[src/hdl/sfx_pkg.sv]
// Package: framing symbols, queue sizing, job type and output slot codes
package sfx_pkg;

	localparam logic [7:0] SYM_STX   = 8'h02;
	localparam logic [7:0] SYM_ETX   = 8'h03;
	localparam logic [7:0] SYM_STUFF = 8'h04;
	localparam logic [7:0] SYM_ENQ   = 8'h05;
	localparam logic [7:0] SYM_ZERO  = 8'h00;

	localparam int NUM_SLOTS = 8;
	localparam int QDEPTH    = 2;
	localparam int QPTR_W    = $clog2(QDEPTH);
	localparam int QCNT_W    = $clog2(QDEPTH + 1);

	// One classified input item, as handed from front to back
	typedef struct packed {
		logic [7:0] data;
		logic       hdr;
		logic       stuff;
		logic       last;
		logic [7:0] csum;
	} job_t;

	// Position of a beat within the beats one item can produce
	typedef enum logic [2:0] {
		SLOT_HDR_STX = 3'd0,
		SLOT_HDR_ENQ = 3'd1,
		SLOT_DATA    = 3'd2,
		SLOT_STUFF   = 3'd3,
		SLOT_TRL_STX = 3'd4,
		SLOT_TRL_ETX = 3'd5,
		SLOT_CSUM    = 3'd6,
		SLOT_ZERO    = 3'd7
	} slot_t;

endpackage

[src/hdl/sfx_if.sv]
// Interfaces: input byte channel and framed output channel
interface sfx_in_if;
	logic       valid;
	logic       ready;
	logic [7:0] data_byte;
	logic       last_byte;

	modport source (output valid, output data_byte, output last_byte, input ready);
	modport sink   (input valid, input data_byte, input last_byte, output ready);
endinterface

interface sfx_out_if;
	logic       valid;
	logic       ready;
	logic [7:0] out_byte;
	logic       run_last;
	logic       frame_end;

	modport source (output valid, output out_byte, output run_last, output frame_end,
		input ready);
	modport sink   (input valid, input out_byte, input run_last, input frame_end,
		output ready);
endinterface

[src/hdl/sfx_front.sv]
// Front end: accept input beats, track frame state and checksum, build jobs
module sfx_front (
	input  logic           clk,
	input  logic           arst_n,
	sfx_in_if.sink         in_ch,
	input  logic           q_full,
	output logic           push,
	output sfx_pkg::job_t  push_job
);

	logic       inside_q;
	logic [7:0] xor_q;
	logic [7:0] xor_base;
	logic [7:0] xor_next;

	assign in_ch.ready = !q_full;
	assign push        = in_ch.valid && !q_full;

	// Restart the checksum at ENQ on the first byte of a packet
	assign xor_base = inside_q ? xor_q : sfx_pkg::SYM_ENQ;
	assign xor_next = xor_base ^ in_ch.data_byte;

	// Classify the beat
	always_comb begin
		push_job.data  = in_ch.data_byte;
		push_job.hdr   = !inside_q;
		push_job.stuff = (in_ch.data_byte == sfx_pkg::SYM_STX);
		push_job.last  = in_ch.last_byte;
		push_job.csum  = xor_next ^ sfx_pkg::SYM_ETX;
	end

	// Advance frame state on each accepted beat
	always_ff @(posedge clk or negedge arst_n) begin
		if (!arst_n) begin
			inside_q <= 1'b0;
			xor_q    <= 8'h00;
		end else if (push) begin
			inside_q <= !in_ch.last_byte;
			xor_q    <= xor_next;
		end
	end

endmodule

[src/hdl/sfx_fifo.sv]
// Job queue between front and back, small register file with pointers
module sfx_fifo (
	input  logic           clk,
	input  logic           arst_n,
	input  logic           push,
	input  sfx_pkg::job_t  push_job,
	input  logic           pop,
	output logic           full,
	output logic           head_valid,
	output sfx_pkg::job_t  head
);

	sfx_pkg::job_t                  mem_q [sfx_pkg::QDEPTH];
	logic [sfx_pkg::QPTR_W-1:0]     wr_ptr_q;
	logic [sfx_pkg::QPTR_W-1:0]     rd_ptr_q;
	logic [sfx_pkg::QCNT_W-1:0]     cnt_q;
	logic                           do_pop;

	assign full       = (cnt_q == sfx_pkg::QCNT_W'(sfx_pkg::QDEPTH));
	assign head_valid = (cnt_q != '0);
	assign head       = mem_q[rd_ptr_q];
	assign do_pop     = pop && head_valid;

	// Store the job at the write pointer
	always_ff @(posedge clk) begin
		if (push) begin
			mem_q[wr_ptr_q] <= push_job;
		end
	end

	// Move pointers and count
	always_ff @(posedge clk or negedge arst_n) begin
		if (!arst_n) begin
			wr_ptr_q <= '0;
			rd_ptr_q <= '0;
			cnt_q    <= '0;
		end else begin
			if (push) begin
				wr_ptr_q <= wr_ptr_q + sfx_pkg::QPTR_W'(1);
			end
			if (do_pop) begin
				rd_ptr_q <= rd_ptr_q + sfx_pkg::QPTR_W'(1);
			end
			if (push && !do_pop) begin
				cnt_q <= cnt_q + sfx_pkg::QCNT_W'(1);
			end else if (!push && do_pop) begin
				cnt_q <= cnt_q - sfx_pkg::QCNT_W'(1);
			end
		end
	end

endmodule

[src/hdl/sfx_back.sv]
// Back end: walk the beats of the head job into the output register
module sfx_back (
	input  logic           clk,
	input  logic           arst_n,
	input  logic           head_valid,
	input  sfx_pkg::job_t  head,
	output logic           pop,
	sfx_out_if.source      out_ch
);

	logic [sfx_pkg::NUM_SLOTS-1:0] done_q;
	logic [sfx_pkg::NUM_SLOTS-1:0] need;
	logic [sfx_pkg::NUM_SLOTS-1:0] rem;
	logic [sfx_pkg::NUM_SLOTS-1:0] sel;
	logic [2:0]                    idx;
	sfx_pkg::slot_t                slot;
	logic                          load;
	logic                          final_beat;
	logic [7:0]                    beat_byte;
	logic                          valid_q;
	logic [7:0]                    byte_q;
	logic                          run_last_q;
	logic                          frame_end_q;

	// Beats this job needs, minus those already sent
	assign need = {head.last, head.last, head.last, head.last,
		head.stuff, 1'b1, head.hdr, head.hdr};
	assign rem  = need & ~done_q;

	// Pick the earliest remaining beat
	always_comb begin
		idx = 3'd0;
		for (int i = sfx_pkg::NUM_SLOTS - 1; i >= 0; i--) begin
			if (rem[i]) begin
				idx = 3'(i);
			end
		end
	end

	assign slot       = sfx_pkg::slot_t'(idx);
	assign sel        = rem & (~rem + 8'd1);
	assign final_beat = ((rem & ~sel) == '0);
	assign load       = head_valid && (!valid_q || out_ch.ready);
	assign pop        = load && final_beat;

	// Select the byte for this beat
	always_comb begin
		case (slot)
			sfx_pkg::SLOT_HDR_STX: beat_byte = sfx_pkg::SYM_STX;
			sfx_pkg::SLOT_HDR_ENQ: beat_byte = sfx_pkg::SYM_ENQ;
			sfx_pkg::SLOT_DATA:    beat_byte = head.data;
			sfx_pkg::SLOT_STUFF:   beat_byte = sfx_pkg::SYM_STUFF;
			sfx_pkg::SLOT_TRL_STX: beat_byte = sfx_pkg::SYM_STX;
			sfx_pkg::SLOT_TRL_ETX: beat_byte = sfx_pkg::SYM_ETX;
			sfx_pkg::SLOT_CSUM:    beat_byte = head.csum;
			sfx_pkg::SLOT_ZERO:    beat_byte = sfx_pkg::SYM_ZERO;
			default:               beat_byte = sfx_pkg::SYM_ZERO;
		endcase
	end

	// Track sent beats of the head job, clear on pop
	always_ff @(posedge clk or negedge arst_n) begin
		if (!arst_n) begin
			done_q <= '0;
		end else if (load) begin
			done_q <= final_beat ? '0 : (done_q | sel);
		end
	end

	// Output register valid
	always_ff @(posedge clk or negedge arst_n) begin
		if (!arst_n) begin
			valid_q <= 1'b0;
		end else if (load) begin
			valid_q <= 1'b1;
		end else if (out_ch.ready) begin
			valid_q <= 1'b0;
		end
	end

	// Output register payload
	always_ff @(posedge clk) begin
		if (load) begin
			byte_q      <= beat_byte;
			run_last_q  <= final_beat;
			frame_end_q <= (slot == sfx_pkg::SLOT_ZERO);
		end
	end

	assign out_ch.valid     = valid_q;
	assign out_ch.out_byte  = byte_q;
	assign out_ch.run_last  = run_last_q;
	assign out_ch.frame_end = frame_end_q;

endmodule

[src/hdl/stuffed_frame_encoder_xor.sv]
// Top level: STX/ETX framing encoder with byte stuffing and XOR checksum
//
//  channel | dir | beat contents                         | accept
//  in_ch   | in  | data_byte[7:0], last_byte             | valid && ready
//  out_ch  | out | out_byte[7:0], run_last, frame_end    | valid && ready
//
// The back end sends one output beat per cycle unless out_ch stalls; an item
// makes 1-8 beats (header 2, data 1, stuff 1, trailer 4), plain bytes 1 or 3.
// A 2-entry job queue lets the front accept an item every cycle it has room.
// The output register stalls the back end only; backpressure reaches the
// input once the queue fills. Reset clears the frame flag, checksum, queue
// and output valid.
module stuffed_frame_encoder_xor (
	input  logic       clk,
	input  logic       arst_n,
	sfx_in_if.sink     in_ch,
	sfx_out_if.source  out_ch
);

	logic           push;
	logic           pop;
	logic           q_full;
	logic           head_valid;
	sfx_pkg::job_t  push_job;
	sfx_pkg::job_t  head;

	sfx_front u_front (
		.clk      (clk),
		.arst_n   (arst_n),
		.in_ch    (in_ch),
		.q_full   (q_full),
		.push     (push),
		.push_job (push_job)
	);

	sfx_fifo u_fifo (
		.clk        (clk),
		.arst_n     (arst_n),
		.push       (push),
		.push_job   (push_job),
		.pop        (pop),
		.full       (q_full),
		.head_valid (head_valid),
		.head       (head)
	);

	sfx_back u_back (
		.clk        (clk),
		.arst_n     (arst_n),
		.head_valid (head_valid),
		.head       (head),
		.pop        (pop),
		.out_ch     (out_ch)
	);

endmodule

[src/flat_wrapper.sv]
// flat-port wrapper written by rule: the top's interface ports become plain ports
module stuffed_frame_encoder_xor_flat 
  (clk, arst_n, in_ch_valid, in_ch_data_byte, in_ch_last_byte, in_ch_ready, out_ch_valid, out_ch_out_byte, out_ch_run_last, out_ch_frame_end, out_ch_ready);
  sfx_in_if in_ch_i ();
  sfx_out_if out_ch_i ();
  input  logic clk;
  input  logic arst_n;
  input wire logic [$bits(in_ch_i.valid)-1:0] in_ch_valid;
  input wire logic [$bits(in_ch_i.data_byte)-1:0] in_ch_data_byte;
  input wire logic [$bits(in_ch_i.last_byte)-1:0] in_ch_last_byte;
  output wire logic [$bits(in_ch_i.ready)-1:0] in_ch_ready;
  output wire logic [$bits(out_ch_i.valid)-1:0] out_ch_valid;
  output wire logic [$bits(out_ch_i.out_byte)-1:0] out_ch_out_byte;
  output wire logic [$bits(out_ch_i.run_last)-1:0] out_ch_run_last;
  output wire logic [$bits(out_ch_i.frame_end)-1:0] out_ch_frame_end;
  input wire logic [$bits(out_ch_i.ready)-1:0] out_ch_ready;
  assign in_ch_i.valid = in_ch_valid;
  assign in_ch_i.data_byte = in_ch_data_byte;
  assign in_ch_i.last_byte = in_ch_last_byte;
  assign in_ch_ready = in_ch_i.ready;
  assign out_ch_valid = out_ch_i.valid;
  assign out_ch_out_byte = out_ch_i.out_byte;
  assign out_ch_run_last = out_ch_i.run_last;
  assign out_ch_frame_end = out_ch_i.frame_end;
  assign out_ch_i.ready = out_ch_ready;
  stuffed_frame_encoder_xor u_core (.clk(clk), .arst_n(arst_n), .in_ch(in_ch_i), .out_ch(out_ch_i));
endmodule
[config.mk]
export PLATFORM = sky130hd
export DESIGN_NAME = stuffed_frame_encoder_xor_flat
export DESIGN_NICKNAME = d
export VERILOG_FILES = /design/src/hdl/sfx_pkg.sv /design/src/hdl/sfx_if.sv /design/src/hdl/sfx_front.sv /design/src/hdl/sfx_fifo.sv /design/src/hdl/sfx_back.sv /design/src/hdl/stuffed_frame_encoder_xor.sv /design/src/flat_wrapper.sv
export SDC_FILE = /design/constraint.sdc
export NUM_CORES = 1
export LEC_CHECK = 0
export BUFFER_PORTS_ARGS = -buffer_cell sky130_fd_sc_hd__buf_4
export CORE_MARGIN = 3
export CORE_UTILIZATION = 50
export CTS_BUF_LIST = sky130_fd_sc_hd__clkbuf_8
export DETAILED_ROUTE_END_ITERATION = 16
export MAX_ROUTING_LAYER = met4
export PLACE_DENSITY = 0.69
export SYNTH_ARGS = -nofsm -noshare
export SYNTH_HDL_FRONTEND = slang
export SYNTH_SLANG_ARGS = --single-unit
[constraint.sdc]
create_clock -name clk -period 2.55 [get_ports clk]
set_input_delay 0.3825 -clock clk [delete_from_list [all_inputs] [get_ports clk]]
set_output_delay 0.3825 -clock clk [all_outputs]
set_load 0.01 [all_outputs]
==> flow_summary_export.csv, run 1 <==
group,metric,value,unit
synthesis,yosys.area.top_type_share,48.9,%
finish,layout_commonest_cell,"edfxtp_1",
finish,seq_area,0.00199,mm^2
global_routing,grt-ovfl-total,0,
synthesis,synthesis.nets,228,
synthesis,synth_top_family_by_area,"multiplexers",
flow_run,drv_cap,0,
synthesis,avgSynthCellArea,13.8,um^2
min_path,holdCritPathClass,"in -> reg",
synthesis,synthAdderAreaFrac,0.425,%
synthesis,yosys.area_share.simple,9.17,%
synthesis,synth.area.mux_share,9.34,%
sta,setup_tns,0,ps
clocking,clock_path_buffers,2,
global_routing,grt_pass1_wl,8060,um
synthesis,synthArstFlopShare,31.4,%
clocking,cts_resized,0,
sta,grt_setup_unrepaired,"no",
critical_path,critPathCaptureType,"flip-flop",
synthesis,ys_warn_count,0,
floorplan,rows,27,
clocking,clk_latency,340,ps
routing,routed_wl,5060,um
synthesis,yosys-top-cells-area,"edfxtp_1 (49%), dfrtp_1 (19%), mux2i_1 (5.4%)",
critical_path,critical_path_required,2810,ps
sta,finalCriticalPeriod,2340,ps
sta,holdWs,243,ps
power,p_per_area,1250,mW/mm^2
routing,drc,0,
synthesis,synth_edf_count,48,
critical_path,critPathKind,"reg -> reg",
clocking,postCtsSetupRepairBufs,0,
global_routing,grt_max_degree,23,
routing,drt-pass1-iter-count,4,
power,p_leak,1.35,nW
sta,fin_skew,6.51,ps
finish,layout_common_cells,"edfxtp_1 (48), buf_4 (31), nor2_1 (26), dfrtp_1 (22), nand2_1 (17)",
finish,nets,264,
synthesis,synth.distinct_cells,35,
clocking,cts.sinks,70,
place,place_congestion,0.909,
synthesis,syn-cell-area,0.00295,mm^2
floorplan,dieArea,0.00685,mm^2
critical_path,path_max_fanout,6,
finish,nFillCells,461,
synthesis,ys.flop_type,"edfxtp_1",
routing,post_drt_wl_per_cell,15.5,um
floorplan,ios,25,
critical_path,arrival,2600,ps
synthesis,yosysTopAreaCell,"edfxtp_1",
place,port_buffers,24,
synthesis,synthXorXnorAreaFrac,3.86,%
power,ir_drop,0.537,mV
routing,ant_nets,0,
finish,multi_input_area,898,um^2
finish,post-route-util,61.4,%
finish,antenna_cells,0,
critical_path,startpoint_type,"flip-flop",
routing,via_per_inst,5.45,
status,status,"complete, no violations",
floorplan,fp.dieH,82.8,um
global_routing,grt_pass1_vias,1683,
routing,drt_iter0_drc,127,
clocking,cts_root_buf,"clkbuf_8",
sta,max_slew_margin,50.1,%
synthesis,synth_compound_area_share,7.69,%
clocking,clk_pin_slew,70,ps
sta,setup_violations,0,
floorplan,fp.dieW,82.8,um
global_routing,track_usage,17.1,%
synthesis,yosysSeqAreaShare,67.6,%
synthesis,synth-seq-cells,70,
global_routing,antenna_found_initial,0,
synthesis,syn_inst,214,
clocking,cts_tree,"built",
clocking,htree_levels,3,
clocking,cts_buffers,9,
finish,final_layout_size_suffix_gt1_share,23.2,%
sta,period_share,91.7,%
sta,worst_pin_slew,741,ps
floorplan,core_area,0.00561,mm^2
routing,vias,1777,
floorplan,start_util,52.5,%
sta,slew_viol_final,0,
place,dp_hpwl,3520,um
sta,hold_viol_final,0,
sta,max_freq,0.428,GHz
finish,syn_to_final_growth,16.9,%
==> metal layers <==
| layer | GRT usage, % | up-vias | wire length (um) | part of all wire (%) |
|---|---|---|---|---|
| li1 | - | 851 | - | - |
| met4 | 9.31 | 0 | 95 | 1.9 |
| met3 | 4.77 | 8 | 286 | 5.7 |
| met2 | 24.4 | 57 | 2340 | 46 |
| met5 | - | - | 0 | 0 |
| met1 | 22.3 | 861 | 2330 | 46 |
==> layout make-up <==
| cell class | instances | area share [%] |
|---|---|---|
| clock buffer | 10 | 4.00 |
| clock inverter | 5 | 1.74 |
| inverter | 6 | 0.654 |
| multi-input combinational | 131 | 26.1 |
| sequential | 70 | 57.8 |
| tap | 72 | 2.62 |
| timing repair buffer | 32 | 7.05 |
==> where the power goes <==
group / leakage, nW / switching (mW) / internal (mW) / total (mW)
clock network: 0.0983 / 0.400 / 0.474 / 0.874
registers: 0.713 / 0.229 / 1.72 / 1.95
logic: 0.538 / 0.824 / 0.652 / 1.48
total: 1.35 / 1.45 / 2.85 / 4.30
==> cells by family after synthesis <==
logic type,count (synthesis)
AO/OA/AOI/OAI,35
flip-flops,70
multiplexers,25
XOR/XNOR,13
adder cells (fa/ha/maj),1
AND/OR/NAND/NOR,57
buffers and inverters,13
==> critical path: stages, from the launching register on <==
cell,delay (ps)
dfrtp_1,380
mux2i_1,370
a21o_1,230
o2111a_1,230
a211oi_2,60
nor4_4,310
inv_1,80
ha_1,330
nor2_1,140
xor2_1,140
==> Yosys cell counts (all sizes together) (2+ instances only) <==
cell type and number:
edfxtp 48, nor2 26, dfrtp 22, mux2i 18
nand2 17, o21ai 10, xnor2 9, a21oi 7
mux2 7, clkbuf 6, inv 6, o22ai 5
a211oi 4, nand2b 4, xor2 4, nor4 3
a31oi 2, and3 2, o221ai 2
==> metrics by stage <==
step           setup slack [ps]  cell area (um^2)  power (mW)  cells
6_report                    212              3440        4.30    326
5_1_grt                   0.966              3440        4.58    326
4_1_cts                     209              3440        4.33    326
3_5_place_dp                240              3240        3.45    310
3_3_place_gp                337              3240        3.40    310
2_1_floorplan               187              2950        2.98    214
==> sequential cells by signal, summed over array words and instances (netlist names) <==
signal	cells
u_core.u_back.out_ch.run_last	1
u_core.u_front.xor_q	8
u_core.u_back.out_ch.out_byte	8
u_core.u_back.done_q	8
u_core.u_front.inside_q	1
u_core.u_fifo.cnt_q	2
u_core.u_back.out_ch.frame_end	1
u_core.u_fifo.wr_ptr_q	1
u_core.u_fifo.rd_ptr_q	1
u_core.u_back.out_ch.valid	1
u_core.u_fifo.mem_q	38
==> repair_timing <==
action	CTS	global route
endpoints found under the hold margin	22	0
setup endpoints to repair	0	0
hold buffers	1	0
==> final timing paths <==
kind                       depth (start not counted)               startpoint  slack, ps                         to
max                                                9   u_core.u_fifo.rd_ptr_q        210     u_core.u_fifo.cnt_q[1]
min                                                1          in_ch_last_byte        240  u_core.u_fifo.mem_q[1][8]
max reg2reg                                        9   u_core.u_fifo.rd_ptr_q        210     u_core.u_fifo.cnt_q[1]
min reg2reg                                        2  u_core.u_front.xor_q[0]        490    u_core.u_front.xor_q[0]
max in group asynchronous                          2                   arst_n       1850    u_core.u_back.done_q[7]
min in group asynchronous                          2                   arst_n        470    u_core.u_front.xor_q[0]
Note: power is estimated with default switching activity, not from simulation.
==> inputs of run 2 (changes only) <==
CELL_PAD_IN_SITES_DETAIL_PLACEMENT = 1   (was unset)
CELL_PAD_IN_SITES_GLOBAL_PLACEMENT = 1   (was unset)
PLACE_DENSITY = unset   (was 0.69)
PLACE_DENSITY_LB_ADDON = 0.1   (was unset)
SETUP_SLACK_MARGIN = 0.05   (was unset)
==> run 2 against run 1 <==
Effect of this change:
- register-to-register slack got worse by 20 ps
- flip-flop and latch count did not move
- sequential share of layout area fell by 0.22 points
==> flow_summary_export.csv, run 2 (synthesis results as in run 1) <==
group,metric,value,unit
status,status,"complete, no violations",
critical_path,slowest_stage,"dfrtp_2",
finish,nets,268,
critical_path,startpoint_type,"flip-flop",
finish,instances_no_fill,331,
sta,finalCriticalPeriod,2350,ps
routing,drt-pass1-iter-count,4,
routing,via_per_inst,5.69,
global_routing,grt_pass1_vias,1938,
routing,vias,1885,
sta,fin_skew,9.62,ps
clocking,htree_levels,3,
floorplan,core_area,0.00561,mm^2
place,dp_hpwl,4420,um
global_routing,track_usage,21.8,%
clocking,cts_tree,"built",
critical_path,cpPeakStageDelay,450,ps
sta,max_slew_margin,34.6,%
critical_path,crit_path_cell_trace,"buf_4, mux2i_4, buf_4, a211oi_1, nand4_1, o221ai_1",
place,place_congestion,0.859,
global_routing,grt_max_degree,23,
floorplan,fp.dieW,82.8,um
place,port_buffers,24,
clocking,cts.sinks,70,
critical_path,crit_top_cell,"buf_4",
finish,nFillCells,546,
routing,drt_iter0_drc,106,
critical_path,path_max_fanout,8,
critical_path,cp.depth,6,
routing,ant_nets,0,
critical_path,crit_buf_inv,2,
sta,grt_setup_unrepaired,"no",
critical_path,critical_path_required,2680,ps
finish,layout_commonest_cell,"edfxtp_1",
sta,slew_viol_final,0,
finish,final_layout_size_suffix_gt1_share,25.1,%
power,p_leak,1.37,nW
global_routing,grt_pass1_wl,10200,um
global_routing,antenna_found_initial,0,
sta,holdWs,256,ps
critical_path,arrival,2490,ps
routing,drc,0,
sta,worst_pin_slew,971,ps
critical_path,r2r_cells,6,
flow_run,drv_cap,0,
sta,setup_violations,0,
routing,routed_wl,6670,um
floorplan,start_util,52.5,%
finish,post-route-util,61.7,%
sta,period_share,92.3,%
power,ir_drop,0.713,mV
min_path,hold_depth,1,
floorplan,ios,25,
critical_path,critPathKind,"reg -> reg",
floorplan,rows,27,
critical_path,path_delay_family,"compound AO/OA/AOI/OAI gates",
clocking,cts_buffers,9,
critical_path,critPathCaptureType,"flip-flop",
min_path,holdCritPathClass,"in -> reg",
place,dp.cells,308,
clocking,clk_latency,340,ps
power,p_per_area,1270,mW/mm^2
clocking,cts_root_buf,"clkbuf_8",
sta,max_freq,0.425,GHz
global_routing,grt-ovfl-total,0,
finish,syn_to_final_growth,17.4,%
clocking,clock_path_buffers,2,
finish,largest_register_ffs,38,
finish,largest-register,"u_core.u_fifo.mem_q",
finish,antenna_cells,0,
routing,post_drt_wl_per_cell,20.2,um
sta,hold_viol_final,0,
floorplan,fp.dieH,82.8,um
floorplan,dieArea,0.00685,mm^2
clocking,clk_pin_slew,70,ps
finish,layout_common_cells,"edfxtp_1 (48), buf_4 (35), nor2_1 (26), dfrtp_1 (21), nand2_1 (17)",
==> run 2: layout make-up <==
class	count	area (um^2)	share of cell area, %
multi-input cells	131	921	26.6
repair buffers	36	273	7.89
well taps	72	90.1	2.60
clock buffers	9	124	3.58
flip-flops and latches	70	1990	57.6
clock inverters	7	35.0	1.01
inverters	6	22.5	0.651
==> run 2: final timing paths <==
| path | to | from | slack (ps) |
|---|---|---|---|
| max | u_core.u_back.out_ch.out_byte[2] | u_core.u_fifo.rd_ptr_q | 200 |
| min | u_core.u_fifo.mem_q[1][8] | in_ch_last_byte | 260 |
| max reg2reg | u_core.u_back.out_ch.out_byte[2] | u_core.u_fifo.rd_ptr_q | 200 |
| min reg2reg | u_core.u_front.xor_q[0] | u_core.u_front.xor_q[0] | 480 |
| max in group asynchronous | u_core.u_fifo.rd_ptr_q | arst_n | 1830 |
| min in group asynchronous | u_core.u_front.xor_q[5] | arst_n | 470 |
==> run 2: routing by layer <==
layer	vias to the layer above	wire (um)	part of all wire (%)	track usage (%)
met5	-	0	0	-
met4	0	190	2.8	10.1
met3	17	301	4.5	5.21
met2	57	3340	50	35.0
met1	949	2840	43	26.2
li1	862	-	-	-
==> run 2: worst reg2reg max path, delay by kind of cell, from the launching register on <==
family | cells | cell delay (ps)
muxes | 1 | 180
buffers and inverters | 2 | 330
and+or+nand+nor | 1 | 440
AOI/OAI and AO/OA | 2 | 760
DFF | 1 | 450
==> run 2: through the flow <==
stage          setup TNS, ps  worst slack [ps]  power, mW  area [um^2]
2_1_floorplan              0               187       2.98         2950
3_3_place_gp               0               211       3.37         3220
3_5_place_dp           -65.1             -65.1       3.51         3220
4_1_cts                    0              63.0       4.30         3400
5_1_grt                    0              29.7       4.68         3460
6_report                   0               195       4.41         3460
==> run 2: what timing repair did <==
item                                    4_1_cts  5_1_grt
resized for setup                             3        2
hold endpoints to repair                     22        0
pin swaps                                     0        0
setup buffers                                 0        6
hold buffers                                  1        0
cloned                                        0        0
endpoints found under the setup margin        2        1
==> run 2: report_power, final <==
part,switching [mW],internal [mW],leakage (nW),total [mW]
Sequential,0.276,1.73,0.712,2.00
Combinational,0.957,0.711,0.557,1.67
Clock,0.398,0.339,0.0965,0.737
==> inputs of run 3 (changes only) <==
CORE_UTILIZATION = 46   (was 50)
SETUP_SLACK_MARGIN = 0.4   (was 0.05)
clock period = 2 ns   (was 2.55 ns; I/O delays follow)
==> run 3 against run 2 <==
Effect of this change:
- the flow now finishes with violations (setup timing)
- register-to-register slack worse by 470 ps
- routed wire length is 2.0% higher
- combinational power increased by 63%
- total power grew 44%
- via count up 2.7%
- critical path depth is 5 higher
- largest power group is now combinational logic
- highest routed layer unchanged
- global-route usage shrank 1.6 points
- cell area rose by 11%
==> flow_summary_export.csv, run 3 (synthesis results as in run 1) <==
group,metric,value,unit
global_routing,grt_pass1_wl,10900,um
critical_path,path_max_fanout,4,
sta,hold_viol_final,0,
floorplan,dieArea,0.00740,mm^2
sta,fin_skew,5.88,ps
clocking,clock_path_buffers,2,
finish,largest_register_ffs,38,
sta,holdWs,164,ps
finish,final_cell_area,0.00385,mm^2
finish,nFillCells,591,
sta,slew_viol_final,0,
global_routing,antenna_found_initial,0,
clocking,cts_tree,"built",
finish,final_layout_size_suffix_gt1_share,40.0,%
sta,fin_ws,-278,ps
floorplan,start_util,48.6,%
critical_path,critPathCaptureType,"flip-flop",
routing,ant_nets,0,
place,place_congestion,0.894,
routing,drt_iter0_drc,94,
power,power,6.37,mW
finish,layout_common_cells,"buf_4 (48), edfxtp_1 (48), dfrtp_1 (20), nand2_1 (17)",
sta,setup_tns,-658,ps
global_routing,track_usage,20.2,%
clocking,htree_levels,3,
floorplan,core_area,0.00606,mm^2
routing,drc,0,
sta,setup_violations,8,
power,p_leak,1.49,nW
routing,via_per_inst,5.45,
min_path,holdCritPathClass,"in -> reg",
place,dp.cells,330,
sta,max_freq,0.439,GHz
sta,period_share,114,%
place,dp_hpwl,4660,um
clocking,cts_root_buf,"clkbuf_8",
global_routing,grt-ovfl-total,0,
global_routing,grt_pass1_vias,2097,
routing,drt-pass1-iter-count,4,
floorplan,rows,28,
power,p_per_area,1650,mW/mm^2
place,port_buffers,24,
floorplan,fp.dieW,86.0,um
power,p_comb_share,42.7,%
status,status,"complete, but fails checks",
sta,worst_pin_slew,527,ps
routing,post_drt_wl_per_cell,19.2,um
floorplan,ios,25,
finish,antenna_cells,0,
clocking,clk_latency,340,ps
finish,instances_no_fill,355,
clocking,cts_buffers,9,
critical_path,arrival,2540,ps
routing,vias,1936,
power,power_switching,2.29,mW
finish,nets,289,
power,ir_drop,1.17,mV
finish,syn_to_final_growth,30.6,%
sta,finalCriticalPeriod,2280,ps
routing,routed_wl,6810,um
power,seqPwrFrac,39.6,%
flow_run,drv_cap,0,
place,placed_area,0.00339,mm^2
power,swShare,35.9,%
clocking,clk_pin_slew,70,ps
finish,largest-register,"u_core.u_fifo.mem_q",
power,pwr-share-clk,17.7,%
critical_path,startpoint_type,"flip-flop",
critical_path,critical_path_required,2260,ps
floorplan,fp.dieH,86.0,um
sta,max_slew_margin,64.5,%
status,violations,"setup timing",
global_routing,grt_max_degree,23,
clocking,cts.sinks,70,
power,p_int,4.08,mW
critical_path,critPathKind,"reg -> reg",
sta,grt_setup_unrepaired,"yes",
run 3: per-layer routing:
layer	global-route usage, %	share of wire [%]
met1	26.1	45
met2	32.2	50
met3	4.71	4.2
met4	5.32	0.71
met5	-	0
run 3: power groups by stage:
stage | registers [mW] | logic [mW] | clock network (mW)
finish | 2.52 | 2.72 | 1.13
global route | 2.58 | 2.96 | 1.23
CTS | 2.51 | 2.49 | 1.15
detailed placement | 2.53 | 2.25 | 0
global placement | 2.48 | 2.14 | 0
floorplan | 2.46 | 1.39 | 0
run 3: stage by stage:
step / setup WS [ps] / util, %
3_3_place_gp: -147 / 55.9
4_1_cts: -304 / 61.3
3_5_place_dp: -344 / 55.9
6_report: -278 / 63.5
5_1_grt: -402 / 63.5
2_1_floorplan: -342 / -
run 3: cell type report:
class / instances / area (um^2) / area share, %
Multi-Input combinational cell: 131 / 1050 / 27.3
Clock inverter: 7 / 72.6 / 1.89
Clock buffer: 9 / 124 / 3.22
Timing Repair Buffer: 57 / 489 / 12.7
Tap cell: 75 / 93.8 / 2.44
Inverter: 6 / 22.5 / 0.585
Sequential cell: 70 / 1990 / 51.8
run 3: worst paths after layout:
path                                         start                   endpoint  depth (start not counted)  slack (ps)
max in group asynchronous                   arst_n     u_core.u_fifo.rd_ptr_q                          2        1340
min in group asynchronous                   arst_n    u_core.u_back.done_q[2]                          2         400
setup reg to reg            u_core.u_fifo.rd_ptr_q     u_core.u_fifo.cnt_q[1]                         11        -280
hold reg to reg            u_core.u_front.xor_q[0]    u_core.u_front.xor_q[0]                          2         470
setup / recovery            u_core.u_fifo.rd_ptr_q     u_core.u_fifo.cnt_q[1]                         11        -280
hold / removal                     in_ch_last_byte  u_core.u_fifo.mem_q[1][8]                          1         160
run 3: repair_timing:
item | CTS | global route
pin swaps | 13 | 7
hold buffers | 1 | 0
gates cloned | 1 | 0
resized for setup | 17 | 21
hold endpoints to repair | 22 | 0
buffers inserted | 3 | 4
setup endpoints to repair | 50 | 50
run 3: critical path: stages, from the launching register on:
cell and delay [ps]:
dfrtp_2 430, buf_6 130, mux2i_4 230, o21a_2 170
a311oi_1 90, buf_4 160, nor4_4 310, inv_2 80
ha_4 160, xor2_1 130, nor2_1 140, xor2_1 170
